<file path="config.mk">
export PLATFORM = sky130hd
export DESIGN_NAME = mbb_addr
export DESIGN_NICKNAME = d
export VERILOG_FILES = /design/src/rtl/assert_macros.svh /design/src/rtl/mbb_pkg.sv /design/src/rtl/mbb_addr.sv
export SDC_FILE = /design/constraint.sdc
export NUM_CORES = 1
export LEC_CHECK = 0
export BUFFER_PORTS_ARGS = -buffer_cell sky130_fd_sc_hd__buf_2
export CORE_AREA = 4 4 41 43
export DETAILED_ROUTE_END_ITERATION = 8
export DIE_AREA = 0 0 45 47
export PLACE_DENSITY = 0.82
export SYNTH_ARGS = -nofsm -noshare
export SYNTH_HDL_FRONTEND = slang
export SYNTH_SLANG_ARGS = --single-unit
</file>
<file path="constraint.sdc">
create_clock -name vclk -period 6.05
set_clock_uncertainty 0.1 [all_clocks]
set_input_delay 0.605 -clock vclk [all_inputs]
set_output_delay 0.605 -clock vclk [all_outputs]
set_load 0.01 [all_outputs]
</file>
<file path="src/rtl/assert_macros.svh">
// Assertion helpers used by the blitter RTL.
`ifndef ASSERT_MACROS_SVH
`define ASSERT_MACROS_SVH
`ifndef ASSERT_OFF
// The consequent must hold in the same cycle as the antecedent.
`define ASSERT_IMPL(label, clk, rst_n, ante, cons) \
    label: assert property (@(posedge clk) disable iff (!rst_n) (ante) |-> (cons)) \
        else $error("same-cycle implication failed");
// The consequent must hold in the cycle after the antecedent.
`define ASSERT_NEXT(label, clk, rst_n, ante, cons) \
    label: assert property (@(posedge clk) disable iff (!rst_n) (ante) |=> (cons)) \
        else $error("next-cycle implication failed");
`else
`define ASSERT_IMPL(label, clk, rst_n, ante, cons)
`define ASSERT_NEXT(label, clk, rst_n, ante, cons)
`endif
`endif

</file>
<file path="src/rtl/mbb_pkg.sv">
`timescale 1ns / 1ps
package mbb_pkg;
    // Default geometry.
    localparam int SCREEN_WIDTH_DEF = 160;
    localparam int SCREEN_HEIGHT_DEF = 96;
    localparam int PHYS_SCALE_DEF = 1;
    localparam int MAX_PIC_DIM_DEF = 256;

    // Fixed field widths.
    localparam int CMD_W = 2;
    localparam int READ_X_W = 8;
    localparam int READ_Y_W = 7;
    localparam int PIX_W = 8;
    localparam int RGB_W = 32;
    localparam int CFG_IDX_W = 3;
    localparam int CFG_DATA_W = 9;
    localparam int COORD_W = 9;
    localparam int DIM_W = 9;
    localparam int SCALE_W = 3;
    localparam int ROP_W = 3;
    localparam int FLIP_W = 2;

    // Commands.
    localparam logic [CMD_W-1:0] CMD_START = 2'd0;
    localparam logic [CMD_W-1:0] CMD_BIT = 2'd1;
    localparam logic [CMD_W-1:0] CMD_READ = 2'd2;

    // Raster ops.
    localparam logic [ROP_W-1:0] ROP_COPY = 3'd0;
    localparam logic [ROP_W-1:0] ROP_AND = 3'd1;
    localparam logic [ROP_W-1:0] ROP_OR = 3'd2;
    localparam logic [ROP_W-1:0] ROP_KEEP = 3'd3;
    localparam logic [ROP_W-1:0] ROP_CLEAR = 3'd4;

    // Register indexes.
    localparam logic [CFG_IDX_W-1:0] REG_ORIGIN_X = 3'd0;
    localparam logic [CFG_IDX_W-1:0] REG_ORIGIN_Y = 3'd1;
    localparam logic [CFG_IDX_W-1:0] REG_PIC_WIDTH = 3'd2;
    localparam logic [CFG_IDX_W-1:0] REG_PIC_HEIGHT = 3'd3;
    localparam logic [CFG_IDX_W-1:0] REG_PIC_SCALE = 3'd4;
    localparam logic [CFG_IDX_W-1:0] REG_RASTER_OP = 3'd5;
    localparam logic [CFG_IDX_W-1:0] REG_FLIP_MODE = 3'd6;
    localparam logic [CFG_IDX_W-1:0] REG_PAINT_COLOR = 3'd7;
endpackage

</file>
<file path="src/rtl/mbb_addr.sv">
`timescale 1ns / 1ps
module mbb_addr #(
    parameter int PHYS_W = mbb_pkg::SCREEN_WIDTH_DEF * mbb_pkg::PHYS_SCALE_DEF,
    parameter int PHYS_H = mbb_pkg::SCREEN_HEIGHT_DEF * mbb_pkg::PHYS_SCALE_DEF,
    parameter int CW = 16,
    parameter int AW = $clog2(PHYS_W * PHYS_H)
) (
    input  logic signed [CW-1:0] i_x,
    input  logic signed [CW-1:0] i_y,
    output logic                 o_inside,
    output logic [AW-1:0]        o_addr
);
    localparam int XB = $clog2(PHYS_W);
    localparam int YB = $clog2(PHYS_H);

    // Clip against the physical screen, then form the row-major address.
    assign o_inside = (i_x >= 0) && (i_x < PHYS_W) && (i_y >= 0) && (i_y < PHYS_H);
    assign o_addr = AW'(i_y[YB-1:0]) * AW'(PHYS_W) + AW'(i_x[XB-1:0]);
endmodule

</file>
---- Yosys cells after proc, flatten, opt, wreduce, memory -nomap -nowiden ----
Index checks and enable logic that the tools add are counted.
storage, ports and cells
  register bits ........................... 0
  bits in latches ......................... 0
  memory bits (writable) .................. 0
  memory bits (read-only) ................. 0
  output and inout bits ................... 15
  word-level logic and storage cells ...... 9
  memories ................................ 0
operators by class
  add/sub/neg operators ................... 1
  $mul .................................... 1
  div/mod/pow operators ................... 0
  order comparisons ....................... 4
  equal/unequal tests ..................... 0
  shift operators ......................... 0
  multiplexer cells ....................... 0
  bitwise logic cells ..................... 0
  reductions and logical operators ........ 3
operators with widths
  operator                                                                              count
  16-bit by 1-bit greater-or-equal comparator with 1-bit output, second input constant  2
  16-bit by 8-bit < comparator with 1-bit output, second input constant                 1
  16-bit by 9-bit < comparator with 1-bit output, second input constant                 1
  14-bit by 8-bit adder with 14-bit output                                              1
  7-bit by 3-bit multiplier with 9-bit output, second input constant                    1
  1-bit logical AND                                                                     3

---- Logic depth before layout (Yosys ltp) ----
Gate-level depths: netlist of the first run.
  depth in word-level cells ............... 4
  depth in mapped cells ................... 8
  gate-level depth less buffers ........... 8

---- Least setup slack after synthesis of the first run ----
OpenSTA, ideal clock, no wires.
  kind .................................... input to output
  from .................................... input port i_y[1]
  to ...................................... output port o_addr[13]
  data arrival time ....................... 2378 ps
  path slack .............................. 2967 ps
  stages on the path ...................... 8
  buffers on the path ..................... 0
  path through ............................ ha_1 -> ha_1 -> fa_1 -> a21o_1 -> a21oi_1 -> xnor2_1 -> nand3b_1 -> xnor2_1
on the way
  longest elaborated chain between the ends .. 2
RTL lines
  item                                         RTL line        text
  from (decl)                                  mbb_addr.sv:9   input logic signed [CW-1:0] i_y,
  7-bit by 3-bit multiplier with 9-bit output  mbb_addr.sv:18  assign o_addr = AW'(i_y[YB-1:0]) * AW'(PHYS_W) + AW'(i_x[XB-1:0]);
  14-bit by 8-bit adder with 14-bit output     mbb_addr.sv:18
  to (decl)                                    mbb_addr.sv:11  output logic [AW-1:0] o_addr
Every way passes these cells.

---- Worst setup path in the final report of the first run ----
Ends and elaborated chain as after synthesis.

==> qor.csv, run 1 <==
stage;metric;value;unit
power_and_ir_drop;P_leak;0.3497;nW
timing;RSZ-0062 raised after global routing;false;
yosys;Synth Cell Area;501.7;µm²
yosys;Syn Inst Count;58;
timing;clock period minus worst slack;3.321;ns
cells_and_area;clock buffers;0;
place;GPL Wtd Cong;0.7082;
grt;first-pass GRT wire length;1932;µm
cells_and_area;layout cells sized above 1;44.44;%
cts;post-CTS setup buffer count;0;
place;Detailed Place HPWL;1165;µm
cells_and_area;antenna fix cells;0;
grt;Total GRT Usage;11.60;%
yosys;sequential area share after synthesis;0;%
critical_path;critical path's top delay family;adder cells;
cells_and_area;FFs & Latches;0;
critical_path;CP max-delay cell;fa_1;
detailed_routing;routed length per placed instance;11.78;µm
yosys;synthesis warning total;0;
yosys;most common cell in the synthesized netlist;ha_1;
critical_path;CP startpoint kind;input port;
grt;vias in the first global route;503;
cells_and_area;fin area;668.1;µm²
cts;post-CTS sizing;0;
cells_and_area;Storage cell area;0;µm²
floorplanning;Core Footprint;0.001301;mm²
detailed_routing;DRT iter0 DRCs;2;
power_and_ir_drop;power per cell area;125.9;mW/mm²
detailed_routing;Routed Wire Length;1237;µm
cells_and_area;Total Nets Final;139;
critical_path;critical-path cell list;buf_2 > ha_1 > ha_1 > fa_1 > a21o_1 > a21oi_1 > xnor2_1 > nand3b_1 > xnor2_1 > buf_2;
grt;total gr overflow;0;
critical_path;Arrival @ worst endpoint;2.62;ns
critical_path;Max FO, Critical Path;3;
floorplanning;IO Pins;47;
place;Port Buffers;37;
place;Post-Place Setup Slack;2.703;ns
timing;Final setup viols;0;
cells_and_area;Syn-to-layout area delta;33.17;%
yosys;ranking of synthesized cells by area;ha_1 32%, xnor2_1 12%, fa_1 8.0%;
timing;Max-slew headroom;79.81;%
run_status;outcome;finished, final reports clean;
worst_hold_path;Hold Crit Class;input port to output pin;
timing;final hold vios;0;
yosys;syn_area_per_cell;8.651;µm²
yosys;Synth Net Count;105;
floorplanning;initial core utilization;38.56;%
timing;worst setup margin;2.729;ns
grt;largest net degree at the start of global routing;5;
detailed_routing;DRT antenna net count;0;
yosys;top cell type's share of synthesized area;32.42;%
detailed_routing;DRC viols;0;
yosys;Synth area leader;ha_1;
detailed_routing;via count;537;
timing;final period utilization;54.90;%
place;DP Area;668.1;µm²
timing;pins over their slew limit;0;
cells_and_area;Non-Filler Instances;105;
cts;hold buffers post-CTS;0;
floorplanning;Site Rows;13;
critical_path;CP max stage delay;0.40;ns
timing;worst slew pin tran;0.3028;ns
yosys;Synth cell types;21;
timing;fmax;301.1;MHz
place;placed cells;105;
critical_path;buffers and inverters on the worst path;2;
critical_path;CP Capture Type;output pin;
floorplanning;Die Ht;47;µm
yosys;Post-synth top cells;13 x ha_1, 7 x xnor2_1, 5 x buf_4, 4 x nor2_1;
grt;initial antenna violation count;0;
critical_path;worst path required time;5.34;ns
floorplanning;die area;0.002115;mm²
floorplanning;Chip Width;45;µm
flow_run;max cap viols;0;
power_and_ir_drop;Peak VDD IR;0.04869;mV
detailed_routing;drt via density;5.114;
timing;setup TNS;0;ns
critical_path;critical path class;input port to output pin;
detailed_routing;Initial DRT Pass Iterations;3;
-- through the flow --
| stage | total power (W) | hold WS, ns | util [%] |
|---|---|---|---|
| 6_report | 0.00008413 | 1.110 | 51.35 |
| 5_1_grt | 0.00009353 | 1.110 | 51.35 |
| 4_1_cts | 0.00008541 | 1.110 | 51.35 |
| 3_5_place_dp | 0.00008501 | 1.110 | 51.35 |
| 3_3_place_gp | 0.00008225 | 1.110 | 51.35 |
| 2_1_floorplan | 0.00005791 | 1.202 | - |
-- worst paths after layout --
kind	cells after the start	slack (ns)	endpoint	startpoint
worst max-delay path	10	2.73	o_addr[13]	i_y[1]
worst min-delay path	0	1.11	o_addr[2]	i_x[2]
-- logic make-up (layout without fill, tap and decap cells) --
| logic type | after synthesis | in the layout | synth area share, % |
|---|---|---|---|
| fa+ha+maj | 15 | 15 | 40.40 |
| simple gates | 16 | 16 | 16.46 |
| compound gates | 12 | 12 | 16.71 |
| xor+xnor | 10 | 10 | 18.95 |
| buf+inv | 5 | 37 | 7.482 |
-- routing by layer --
layer | up-vias | track usage, % | share of wire [%]
li1 | 274 | - | -
met1 | 230 | 11.56 | 35
met2 | 31 | 25.14 | 48
met3 | 2 | 1.149 | 15
met4 | 0 | 2.339 | 1.5
met5 | - | 0 | 0
-- cells in the final DEF (no fill, tap or decap) --
| cell type | n |
|---|---|
| nand4_1 | 1 |
| nor3_1 | 2 |
| buf_2 | 37 |
| a21oi_1 | 3 |
| nand3b_1 | 2 |
| o21a_1 | 1 |
| a21oi_2 | 1 |
| a211oi_2 | 1 |
| ha_1 | 13 |
| xor2_1 | 2 |
| a21o_1 | 2 |
| nor4_1 | 3 |
| nand2_1 | 3 |
| xnor2_1 | 7 |
| o21bai_1 | 1 |
| xor2_2 | 1 |
| nor2_1 | 4 |
| a211oi_1 | 1 |
| fa_1 | 2 |
| o21ai_0 | 2 |
| nor2b_1 | 1 |
-- cell type report --
type                       count  area (µm²)
fill                         140       633.1
multi-input combinational     53       464.2
tap                           15       18.77
timing repair buffer          37       185.2
-- power by group --
part | switching (W) | total (W) | internal [W] | leakage, nW
registers | 0 | 0 | 0 | 0
clock network | 0 | 0 | 0 | 0
logic | 0.0000432 | 0.0000841 | 0.0000410 | 0.350
total | 0.0000432 | 0.0000841 | 0.0000410 | 0.350
Note: power is estimated with default switching activity, not from simulation.
==> inputs of run 2 (changes only) <==
Clock period 6.05 ns to 3.44 ns, I/O delays scaled along.
==> run 2 against run 1 <==
Core utilization unchanged. Worst setup slack got worse by 2.1 ns. Routed wire length grew 6.5%. Global-route usage increased by 0.98 points. Via count up 0.56%. Cell count unchanged. Total power rose by 78%. Critical path depth stayed put. Worst hold slack got worse by 0.52 ns. Largest power group unchanged.
==> qor.csv, run 2 (same netlist as run 1, synthesis figures left out) <==
stage;metric;value;unit;change
run_status;outcome;finished, final reports clean;;unchanged
timing;setup TNS;0;ns;unchanged
timing;Max-slew headroom;81.59;%;was 79.81%
place;Port Buffers;37;;unchanged
floorplanning;die area;0.002115;mm²;unchanged
detailed_routing;DRC viols;0;;unchanged
power_and_ir_drop;Peak VDD IR;0.08532;mV;was 0.04869 mV
detailed_routing;DRT antenna net count;0;;unchanged
worst_hold_path;hold wc startpoint;i_x[2];;unchanged
critical_path;CP Capture Type;output pin;;unchanged
cells_and_area;Syn-to-layout area delta;33.17;%;unchanged
floorplanning;Site Rows;13;;unchanged
cells_and_area;layout cells sized above 1;44.44;%;unchanged
place;Post-Place Setup Slack;0.6078;ns;was 2.703 ns
critical_path;crit path from;i_y[1];;unchanged
cells_and_area;FFs & Latches;0;;unchanged
timing;final hold slack;0.5880;ns;was 1.110 ns
timing;worst setup margin;0.6319;ns;was 2.729 ns
power_and_ir_drop;Final Power;0.0001496;W;was 0.00008413 W
cells_and_area;commonest non-fill, non-tap cells in the layout;37 x buf_2, 13 x ha_1, 7 x xnor2_1;;unchanged
detailed_routing;drt via density;5.143;;was 5.114
cts;post-CTS setup buffer count;0;;unchanged
grt;vias in the first global route;534;;was 503
cts;hold buffers post-CTS;0;;unchanged
critical_path;CP startpoint kind;input port;;unchanged
grt;largest net degree at the start of global routing;5;;unchanged
timing;fmax;356.1;MHz;
timing;final hold vios;0;;unchanged
grt;Total GRT Usage;12.58;%;was 11.60%
place;Detailed Place HPWL;1244;µm;was 1165 µm
grt;first-pass GRT wire length;2056;µm;was 1932 µm
timing;Final setup viols;0;;unchanged
place;GPL Wtd Cong;0.7083;;was 0.7082
detailed_routing;Initial DRT Pass Iterations;4;;was 3
detailed_routing;via count;540;;was 537
cells_and_area;fin area;668.1;µm²;unchanged
grt;total gr overflow;0;;unchanged
cells_and_area;antenna fix cells;0;;unchanged
cts;post-CTS sizing;0;;unchanged
timing;final period utilization;81.63;%;
detailed_routing;Routed Wire Length;1318;µm;was 1237 µm
critical_path;critical path class;input port to output pin;;unchanged
worst_hold_path;Hold Crit Class;input port to output pin;;unchanged
timing;RSZ-0062 raised after global routing;false;;unchanged
floorplanning;Chip Width;45;µm;unchanged
cells_and_area;commonest non-fill, non-tap cell in the layout;buf_2;;unchanged
critical_path;Arrival @ worst endpoint;2.36;ns;was 2.62 ns
floorplanning;IO Pins;47;;unchanged
cells_and_area;clock buffers;0;;unchanged
detailed_routing;DRT iter0 DRCs;1;;was 2
place;DP Area;668.1;µm²;unchanged
floorplanning;Core Footprint;0.001301;mm²;unchanged
grt;initial antenna violation count;0;;unchanged
critical_path;Max FO, Critical Path;3;;unchanged
detailed_routing;routed length per placed instance;12.55;µm;was 11.78 µm
floorplanning;initial core utilization;38.56;%;unchanged
power_and_ir_drop;P_leak;0.3497;nW;unchanged
power_and_ir_drop;power per cell area;223.9;mW/mm²;was 125.9 mW/mm²
timing;clock period minus worst slack;2.808;ns;
flow_run;max cap viols;0;;unchanged
timing;worst slew pin tran;0.2740;ns;was 0.3028 ns
floorplanning;Die Ht;47;µm;unchanged
cells_and_area;Storage cell area;0;µm²;unchanged
timing;pins over their slew limit;0;;unchanged
critical_path;worst path required time;3.00;ns;was 5.34 ns
cells_and_area;Total Nets Final;139;;unchanged
[run 2: cell counts in the layout (fill, tap and decap cells not counted)]
No cell type changed its count.
[run 2: layer usage]
metal	wire (µm)	global-route usage, %	up-vias
li1	-	-	273
met1	443	12.33	226
met2	626	26.55	37
met3	210	1.533	4
met4	38	4.094	0
met5	0	0	-
[run 2: through the flow]
step,cells,utilization (%)
finish,105,51.35
global route,105,51.35
CTS,105,51.35
detailed placement,105,51.35
global placement,105,51.35
floorplan,58,-
[run 2: worst max-delay path, stage by stage]
cell and delay, ns:
buf_2 0.12, ha_1 0.29, ha_1 0.23, fa_1 0.40, a21o_1 0.19, a21oi_1 0.19
xnor2_1 0.18, nand3b_1 0.12, xnor2_1 0.15, buf_2 0.14
[run 2: cell type report]
type	instances	area, µm²
timing repair buffer	37	185.2
multi-input combinational	53	464.2
tap	15	18.77
fill	140	633.1
[run 2: worst paths after layout]
check,to,depth (start not counted)
setup / recovery,o_addr[13],10
hold / removal,o_addr[2],0
[run 2: report_power, final]
group / total (W) / switching [W] / internal, W
clock network: 0 / 0 / 0
logic: 0.000150 / 0.0000773 / 0.0000723
registers: 0 / 0 / 0
total: 0.000150 / 0.0000773 / 0.0000723
